--- config.mk ---
export PLATFORM = sky130hd
export DESIGN_NAME = debug_wire_packet_deframer
export DESIGN_NICKNAME = d
export VERILOG_FILES = /design/src/design/dwpd_pkg.sv /design/src/design/debug_wire_packet_deframer.sv
export SDC_FILE = /design/constraint.sdc
export NUM_CORES = 1
export LEC_CHECK = 0
export BUFFER_PORTS_ARGS = -buffer_cell sky130_fd_sc_hd__buf_2
export CORE_UTILIZATION = 63
export CTS_CLUSTER_SIZE = 24
export DETAILED_ROUTE_END_ITERATION = 6
export GPL_ROUTABILITY_DRIVEN = 1
export PLACE_DENSITY = 0.86
export SETUP_SLACK_MARGIN = 0.15
export SLEW_MARGIN = 10
export SYNTH_ARGS = -nofsm -noshare
export SYNTH_HDL_FRONTEND = slang
export SYNTH_SLANG_ARGS = --single-unit
--- constraint.sdc ---
create_clock -name aclk -period 12.4 [get_ports aclk]
set_input_delay 2.48 -clock aclk [delete_from_list [all_inputs] [get_ports aclk]]
set_output_delay 2.48 -clock aclk [all_outputs]
set_load 0.05 [all_outputs]
--- src/design/dwpd_pkg.sv ---
// Package with the constants, result kinds and handshake text of the debug wire packet deframer.
package dwpd_pkg;

    // Handshake and header sizes, in bytes.
    localparam int HS_BYTES  = 14;
    localparam int HDR_BYTES = 11;

    // Widths of the counters and of the packed result.
    localparam int IDX_W       = 4;
    localparam int LEN_W       = 32;
    localparam int KIND_W      = 3;
    localparam int OUT_DATA_W  = 112;
    localparam int OUT_USED_W  = 105;

    // Result kinds, carried on tuser.
    typedef logic [KIND_W-1:0] kind_t;
    localparam kind_t KIND_HS_DONE = 3'd0;
    localparam kind_t KIND_HEADER  = 3'd1;
    localparam kind_t KIND_PAYLOAD = 3'd2;
    localparam kind_t KIND_HS_BAD  = 3'd3;
    localparam kind_t KIND_BAD_LEN = 3'd4;

    // Expected handshake character at a position; positions past the text expect zero.
    function automatic logic [7:0] hs_char(input logic [IDX_W-1:0] idx);
        logic [7:0] c;
        unique case (idx)
            4'd0:    c = 8'h4A; // J
            4'd1:    c = 8'h44; // D
            4'd2:    c = 8'h57; // W
            4'd3:    c = 8'h50; // P
            4'd4:    c = 8'h2D; // -
            4'd5:    c = 8'h48; // H
            4'd6:    c = 8'h61; // a
            4'd7:    c = 8'h6E; // n
            4'd8:    c = 8'h64; // d
            4'd9:    c = 8'h73; // s
            4'd10:   c = 8'h68; // h
            4'd11:   c = 8'h61; // a
            4'd12:   c = 8'h6B; // k
            4'd13:   c = 8'h65; // e
            default: c = 8'h00;
        endcase
        return c;
    endfunction

endpackage

--- src/design/debug_wire_packet_deframer.sv ---
// Top level of the debug wire packet deframer: handshake matcher and packet header parser.
//
//  Channel  Dir  tdata (low bit up)                                     tuser  tlast
//  s_       in   rx_byte[7:0]                                           -      -
//  m_       out  packet_id, is_reply, command_set, command_code,        kind   last
//                error_code, payload_length, data_byte, zero fill
//
// Each byte is taken into the input register and parsed on its way into the result
// register, so one byte per cycle is taken while the result register is free; a result
// shows on m_tvalid once its last byte has passed both registers. Reset clears the
// phase, the handshake and header indices and both valid flags. A stalled result holds
// the parser; the input register still takes one more beat before s_tready falls.
module debug_wire_packet_deframer
    import dwpd_pkg::*;
(
    input  logic                  aclk,
    input  logic                  aresetn,
    input  logic                  s_tvalid,
    output logic                  s_tready,
    input  logic [7:0]            s_tdata,   // rx_byte[7:0]
    output logic                  m_tvalid,
    input  logic                  m_tready,
    // packet_id[31:0], is_reply[32], command_set[40:33], command_code[48:41],
    // error_code[64:49], payload_length[96:65], data_byte[104:97], zero[111:105]
    output logic [OUT_DATA_W-1:0] m_tdata,
    output logic [KIND_W-1:0]     m_tuser,   // kind[2:0]
    output logic                  m_tlast    // last
);

    typedef enum logic [1:0] {
        PH_HANDSHAKE = 2'd0,
        PH_HEADER    = 2'd1,
        PH_PAYLOAD   = 2'd2
    } phase_t;

    localparam logic [IDX_W:0]   HS_LAST  = (IDX_W+1)'(HS_BYTES);
    localparam logic [IDX_W:0]   HDR_LAST = (IDX_W+1)'(HDR_BYTES);
    localparam logic [LEN_W-1:0] HDR_LEN  = LEN_W'(HDR_BYTES);

    // Input register.
    logic             in_valid_reg, in_valid_next;
    logic [7:0]       in_byte_reg;

    // Parser state.
    phase_t           phase_reg, phase_next;
    logic [IDX_W-1:0] match_idx_reg, match_idx_next;
    logic [IDX_W-1:0] hdr_idx_reg, hdr_idx_next;
    logic [LEN_W-1:0] total_len_reg, total_len_next;
    logic [31:0]      id_reg, id_next;
    logic [7:0]       flag_reg, flag_next;
    logic [7:0]       set_reg, set_next;
    logic [LEN_W-1:0] left_reg, left_next;

    // Result register.
    logic             out_valid_reg, out_valid_next;
    kind_t            out_kind_reg, out_kind_next;
    logic [31:0]      out_id_reg, out_id_next;
    logic             out_reply_reg, out_reply_next;
    logic [7:0]       out_set_reg, out_set_next;
    logic [7:0]       out_cmd_reg, out_cmd_next;
    logic [15:0]      out_err_reg, out_err_next;
    logic [LEN_W-1:0] out_plen_reg, out_plen_next;
    logic [7:0]       out_data_reg, out_data_next;
    logic             out_last_reg, out_last_next;

    logic             out_free;
    logic             work;
    logic [IDX_W:0]   match_inc;
    logic [IDX_W:0]   hdr_inc;
    logic [LEN_W-1:0] left_dec;
    logic [LEN_W-1:0] plen;

    // The result register frees when it is empty or its beat is taken.
    assign out_free = !out_valid_reg || m_tready;
    assign work     = in_valid_reg && out_free;
    assign s_tready = !in_valid_reg || out_free;

    assign match_inc = {1'b0, match_idx_reg} + 1'b1;
    assign hdr_inc   = {1'b0, hdr_idx_reg} + 1'b1;
    assign left_dec  = left_reg - 1'b1;
    assign plen      = total_len_reg - HDR_LEN;

    // Input register moves on when it is empty or its byte is parsed.
    always_comb begin
        in_valid_next = in_valid_reg;
        if (s_tvalid && s_tready) begin
            in_valid_next = 1'b1;
        end else if (work) begin
            in_valid_next = 1'b0;
        end
    end

    // Parse the byte in the input register and build its result.
    always_comb begin
        phase_next     = phase_reg;
        match_idx_next = match_idx_reg;
        hdr_idx_next   = hdr_idx_reg;
        total_len_next = total_len_reg;
        id_next        = id_reg;
        flag_next      = flag_reg;
        set_next       = set_reg;
        left_next      = left_reg;

        out_valid_next = out_valid_reg && !m_tready;
        out_kind_next  = out_kind_reg;
        out_id_next    = out_id_reg;
        out_reply_next = out_reply_reg;
        out_set_next   = out_set_reg;
        out_cmd_next   = out_cmd_reg;
        out_err_next   = out_err_reg;
        out_plen_next  = out_plen_reg;
        out_data_next  = out_data_reg;
        out_last_next  = out_last_reg;

        if (work) begin
            // Fields that mean nothing for a kind are zero.
            out_valid_next = 1'b0;
            out_kind_next  = KIND_HS_DONE;
            out_id_next    = '0;
            out_reply_next = 1'b0;
            out_set_next   = '0;
            out_cmd_next   = '0;
            out_err_next   = '0;
            out_plen_next  = '0;
            out_data_next  = '0;
            out_last_next  = 1'b0;

            unique case (phase_reg)
                PH_HANDSHAKE: begin
                    if (in_byte_reg == hs_char(match_idx_reg)) begin
                        if (match_inc >= HS_LAST) begin
                            match_idx_next = '0;
                            hdr_idx_next   = '0;
                            phase_next     = PH_HEADER;
                            out_valid_next = 1'b1;
                            out_kind_next  = KIND_HS_DONE;
                        end else begin
                            match_idx_next = match_inc[IDX_W-1:0];
                        end
                    end else begin
                        match_idx_next = '0;
                        out_valid_next = 1'b1;
                        out_kind_next  = KIND_HS_BAD;
                    end
                end
                PH_PAYLOAD: begin
                    left_next      = left_dec;
                    out_valid_next = 1'b1;
                    out_kind_next  = KIND_PAYLOAD;
                    out_data_next  = in_byte_reg;
                    if (left_dec == '0) begin
                        out_last_next = 1'b1;
                        phase_next    = PH_HEADER;
                        hdr_idx_next  = '0;
                    end
                end
                default: begin
                    // Header phase; the unused phase code behaves the same.
                    phase_next = PH_HEADER;
                    if (hdr_idx_reg < 4'd4) begin
                        total_len_next = {total_len_reg[LEN_W-9:0], in_byte_reg};
                    end else if (hdr_idx_reg < 4'd8) begin
                        id_next = {id_reg[23:0], in_byte_reg};
                    end else if (hdr_idx_reg == 4'd8) begin
                        flag_next = in_byte_reg;
                    end else if (hdr_idx_reg == 4'd9) begin
                        set_next = in_byte_reg;
                    end

                    if (hdr_inc < HDR_LAST) begin
                        hdr_idx_next = hdr_inc[IDX_W-1:0];
                    end else begin
                        hdr_idx_next   = '0;
                        out_valid_next = 1'b1;
                        if (total_len_reg < HDR_LEN) begin
                            out_kind_next = KIND_BAD_LEN;
                        end else begin
                            out_kind_next  = KIND_HEADER;
                            out_id_next    = id_reg;
                            out_reply_next = (flag_reg != 8'd0);
                            out_set_next   = set_reg;
                            out_cmd_next   = in_byte_reg;
                            out_err_next   = {set_reg, in_byte_reg};
                            out_plen_next  = plen;
                            left_next      = plen;
                            if (plen == '0) begin
                                out_last_next = 1'b1;
                            end else begin
                                phase_next = PH_PAYLOAD;
                            end
                        end
                    end
                end
            endcase
        end
    end

    // Control state and valid flags.
    always_ff @(posedge aclk) begin
        if (!aresetn) begin
            in_valid_reg  <= 1'b0;
            out_valid_reg <= 1'b0;
            phase_reg     <= PH_HANDSHAKE;
            match_idx_reg <= '0;
            hdr_idx_reg   <= '0;
        end else begin
            in_valid_reg  <= in_valid_next;
            out_valid_reg <= out_valid_next;
            phase_reg     <= phase_next;
            match_idx_reg <= match_idx_next;
            hdr_idx_reg   <= hdr_idx_next;
        end
    end

    // Payload registers: input byte, header shift registers and the result.
    always_ff @(posedge aclk) begin
        if (s_tvalid && s_tready) begin
            in_byte_reg <= s_tdata;
        end
        total_len_reg <= total_len_next;
        id_reg        <= id_next;
        flag_reg      <= flag_next;
        set_reg       <= set_next;
        left_reg      <= left_next;
        out_kind_reg  <= out_kind_next;
        out_id_reg    <= out_id_next;
        out_reply_reg <= out_reply_next;
        out_set_reg   <= out_set_next;
        out_cmd_reg   <= out_cmd_next;
        out_err_reg   <= out_err_next;
        out_plen_reg  <= out_plen_next;
        out_data_reg  <= out_data_next;
        out_last_reg  <= out_last_next;
    end

    // Result beat.
    assign m_tvalid = out_valid_reg;
    assign m_tuser  = out_kind_reg;
    assign m_tlast  = out_last_reg;
    assign m_tdata  = {{(OUT_DATA_W-OUT_USED_W){1'b0}}, out_data_reg, out_plen_reg,
                       out_err_reg, out_cmd_reg, out_set_reg, out_reply_reg, out_id_reg};

endmodule
==> flow_metrics.py <==
metrics = {
    "status": {
        "outcome": "finished, final reports clean",
    },
    "place": {
        "dp_hpwl_um": 14320,
        "place.gp.congestion": 0.9235,
        "io_buffers": 122,
    },
    "worst_setup_path": {
        "startpoint": "m_tready",
        "path_cells": "buf_2, nor2b_1, nand2_1, buf_2",
        "cpMaxStageDelayCell": "buf_2",
        "rr_startpoint": "total_len_reg[0]",
        "cp_common_cell": "buf_2",
        "max_stage_delay_ns": 0.22,
        "worst_ep_required_time_ns": 9.92,
        "critical_path_buf_inv_count": 2,
        "critical_path.endpoint_type": "primary output",
        "path_class": "in2out",
        "cp_max_fo": 2,
        "crit_family": "buffers and inverters",
        "arrival_ns": 3.04,
        "start_kind": "primary input",
    },
    "clocking": {
        "insertion_delay_ns": 0.52,
        "clk_pin_slew_ns": 0.06,
        "cts_made_buffers": 23,
        "ctsHoldBuffers": 0,
        "htreeDepth": 1,
        "postCtsSetupBuffers": 0,
        "cts.sinks": 232,
        "ctsResizeCount": 0,
        "clockBufferDepth": 3,
        "root_buffer": "clkbuf_16",
        "cts_tree": "built",
    },
    "floorplanning": {
        "io_pins": 130,
        "initial_core_util": 0.6420,
        "core_um2": 16520,
        "die_w_um": 131.8,
        "dieArea_um2": 17360,
        "rows": 47,
        "die_h_um": 131.8,
    },
    "yosys": {
        "yosys.area.top_type": "edfxtp_1",
        "synth.avg_cell_area_um2": 12.58,
        "synth_flop_cell": "edfxtp_1",
        "synth_cells": 843,
        "synth_top_area_share": 0.6029,
        "synthesis.area_um2": 10610,
        "synth_edf_count": 213,
        "ys_warn_count": 0,
        "async_flop_share": 0,
        "ys_seq_area_frac": 0.6388,
        "synth_seq_cells": 232,
        "yosys.cell_types.count": 71,
        "netlist_top_cells_area": "edfxtp_1, and2_1, dfxtp_1",
    },
    "timing": {
        "holdWs_ns": 0.4379,
        "rsz0062_at_grt": "false",
        "setup_violations": 0,
        "finalHoldViolations": 0,
        "tightest_slew_ns": 0.9611,
        "relSlewSlack": 0.3533,
        "fin_crit_sh": 0.4449,
        "max_freq_mhz": 181.3,
        "skew_ns": 0.01904,
        "slew_violations": 0,
        "timing.setup.tns_ns": 0,
        "fin_crit_ns": 5.517,
    },
    "cells_and_area": {
        "n_antenna_cell": 0,
        "layout_commonest_cell": "edfxtp_1",
        "final_cell_mix": "edfxtp_1, buf_2, nor2_1",
        "num-nets-final": 973,
        "area_delta_synth_final_pct": 13.07,
        "n_fill_cell": 1065,
        "drive_gt1_frac": 0.1994,
    },
    "detailed_routing": {
        "wire_per_inst_um": 17.82,
        "wl_met2_um": 10390,
        "drt_pass1_iterations": 5,
        "ant_nets": 0,
        "maxUsedRoutingLayer": "met4",
        "met3_wirelength_um": 1336,
        "wl_um": 21090,
        "drc": 0,
        "dr_total_vias": 6868,
        "drt_iter0_drc": 670,
        "vias_per_cell": 5.806,
        "drt-met1-wl_um": 8553,
    },
    "global_routing": {
        "grt_pass1_wl_um": 33470,
        "antenna_found_initial": 0,
        "gr-total-overflow": 0,
        "grt_pass1_vias": 6433,
        "grt_use_total": 0.2434,
        "grt_max_degree": 69,
    },
    "run": {
        "cap_violations": 0,
    },
    "power": {
        "powerDensity_nw_per_um2": 134.6,
        "ir_drop_uv": 99.79,
        "power.static_leakage_nw": 4.288,
    },
    "hold_path": {
        "min-delay-start": "id_reg[15]",
        "min-delay-path-class": "reg2reg",
    },
}
worst paths after layout:
kind,depth (start not counted),end,slack [ns]
min,0,id_reg[23],0.44
max,4,s_tready,6.88
max reg2reg,9,left_reg[28],8.78
min reg2reg,0,id_reg[23],0.44
power by group:
part | internal [mW] | switching [mW]
Clock | 0.387 | 0.286
Combinational | 0.0112 | 0.0636
Sequential | 0.860 | 0.00720
logic make-up (layout without fill, tap and decap cells):
group	Yosys count	count (layout)	share of synthesized area
flops	232	232	0.6388
buf+inv	78	192	0.03880
mux	17	17	0.01616
xor+xnor	62	62	0.05119
other cells	1	7	0.0003535
simple gates	329	329	0.1702
compound gates	110	110	0.06805
fa+ha+maj	14	14	0.01651
cells in the mapped netlist, drive strengths merged (19+ instances only):
cell / n
dfxtp: 19
inv: 21
xnor2: 33
nor3: 20
nand2: 37
and2: 69
a21oi: 38
edfxtp: 213
clkbuf: 21
xor2: 29
buf: 36
nor2: 88
nor4: 28
per-stage QoR:
step | cell area, um^2 | total power, mW | worst slack (ns) | utilization | std cells
global route | 12000 | 1.652 | 6.851 | 0.7259 | 1183
detailed placement | 11270 | 0.9591 | 6.886 | 0.6818 | 1142
global placement | 11270 | 0.9582 | 6.921 | 0.6818 | 1142
CTS | 12000 | 1.623 | 6.882 | 0.7259 | 1183
floorplan | 10630 | 0.9456 | 4.454 | - | 849
finish | 12000 | 1.615 | 6.883 | 0.7259 | 1183
final cells by class:
type	instances	area (um^2)	share of cell area
clock inverters	13	135.1	0.01127
repair buffers	130	670.6	0.05591
clock buffers	28	594.3	0.04955
multi-input cells	539	3462	0.2886
well taps	220	275.3	0.02295
inverters	21	81.33	0.006780
flip-flops and latches	232	6777	0.5649
layer usage:
metal / track usage / vias to the layer above
met5: 0 / -
met4: 0.1059 / 0
met3: 0.03576 / 65
met2: 0.4056 / 296
met1: 0.3208 / 3237
li1: - / 3270
Power figures use the tool's default switching activity.
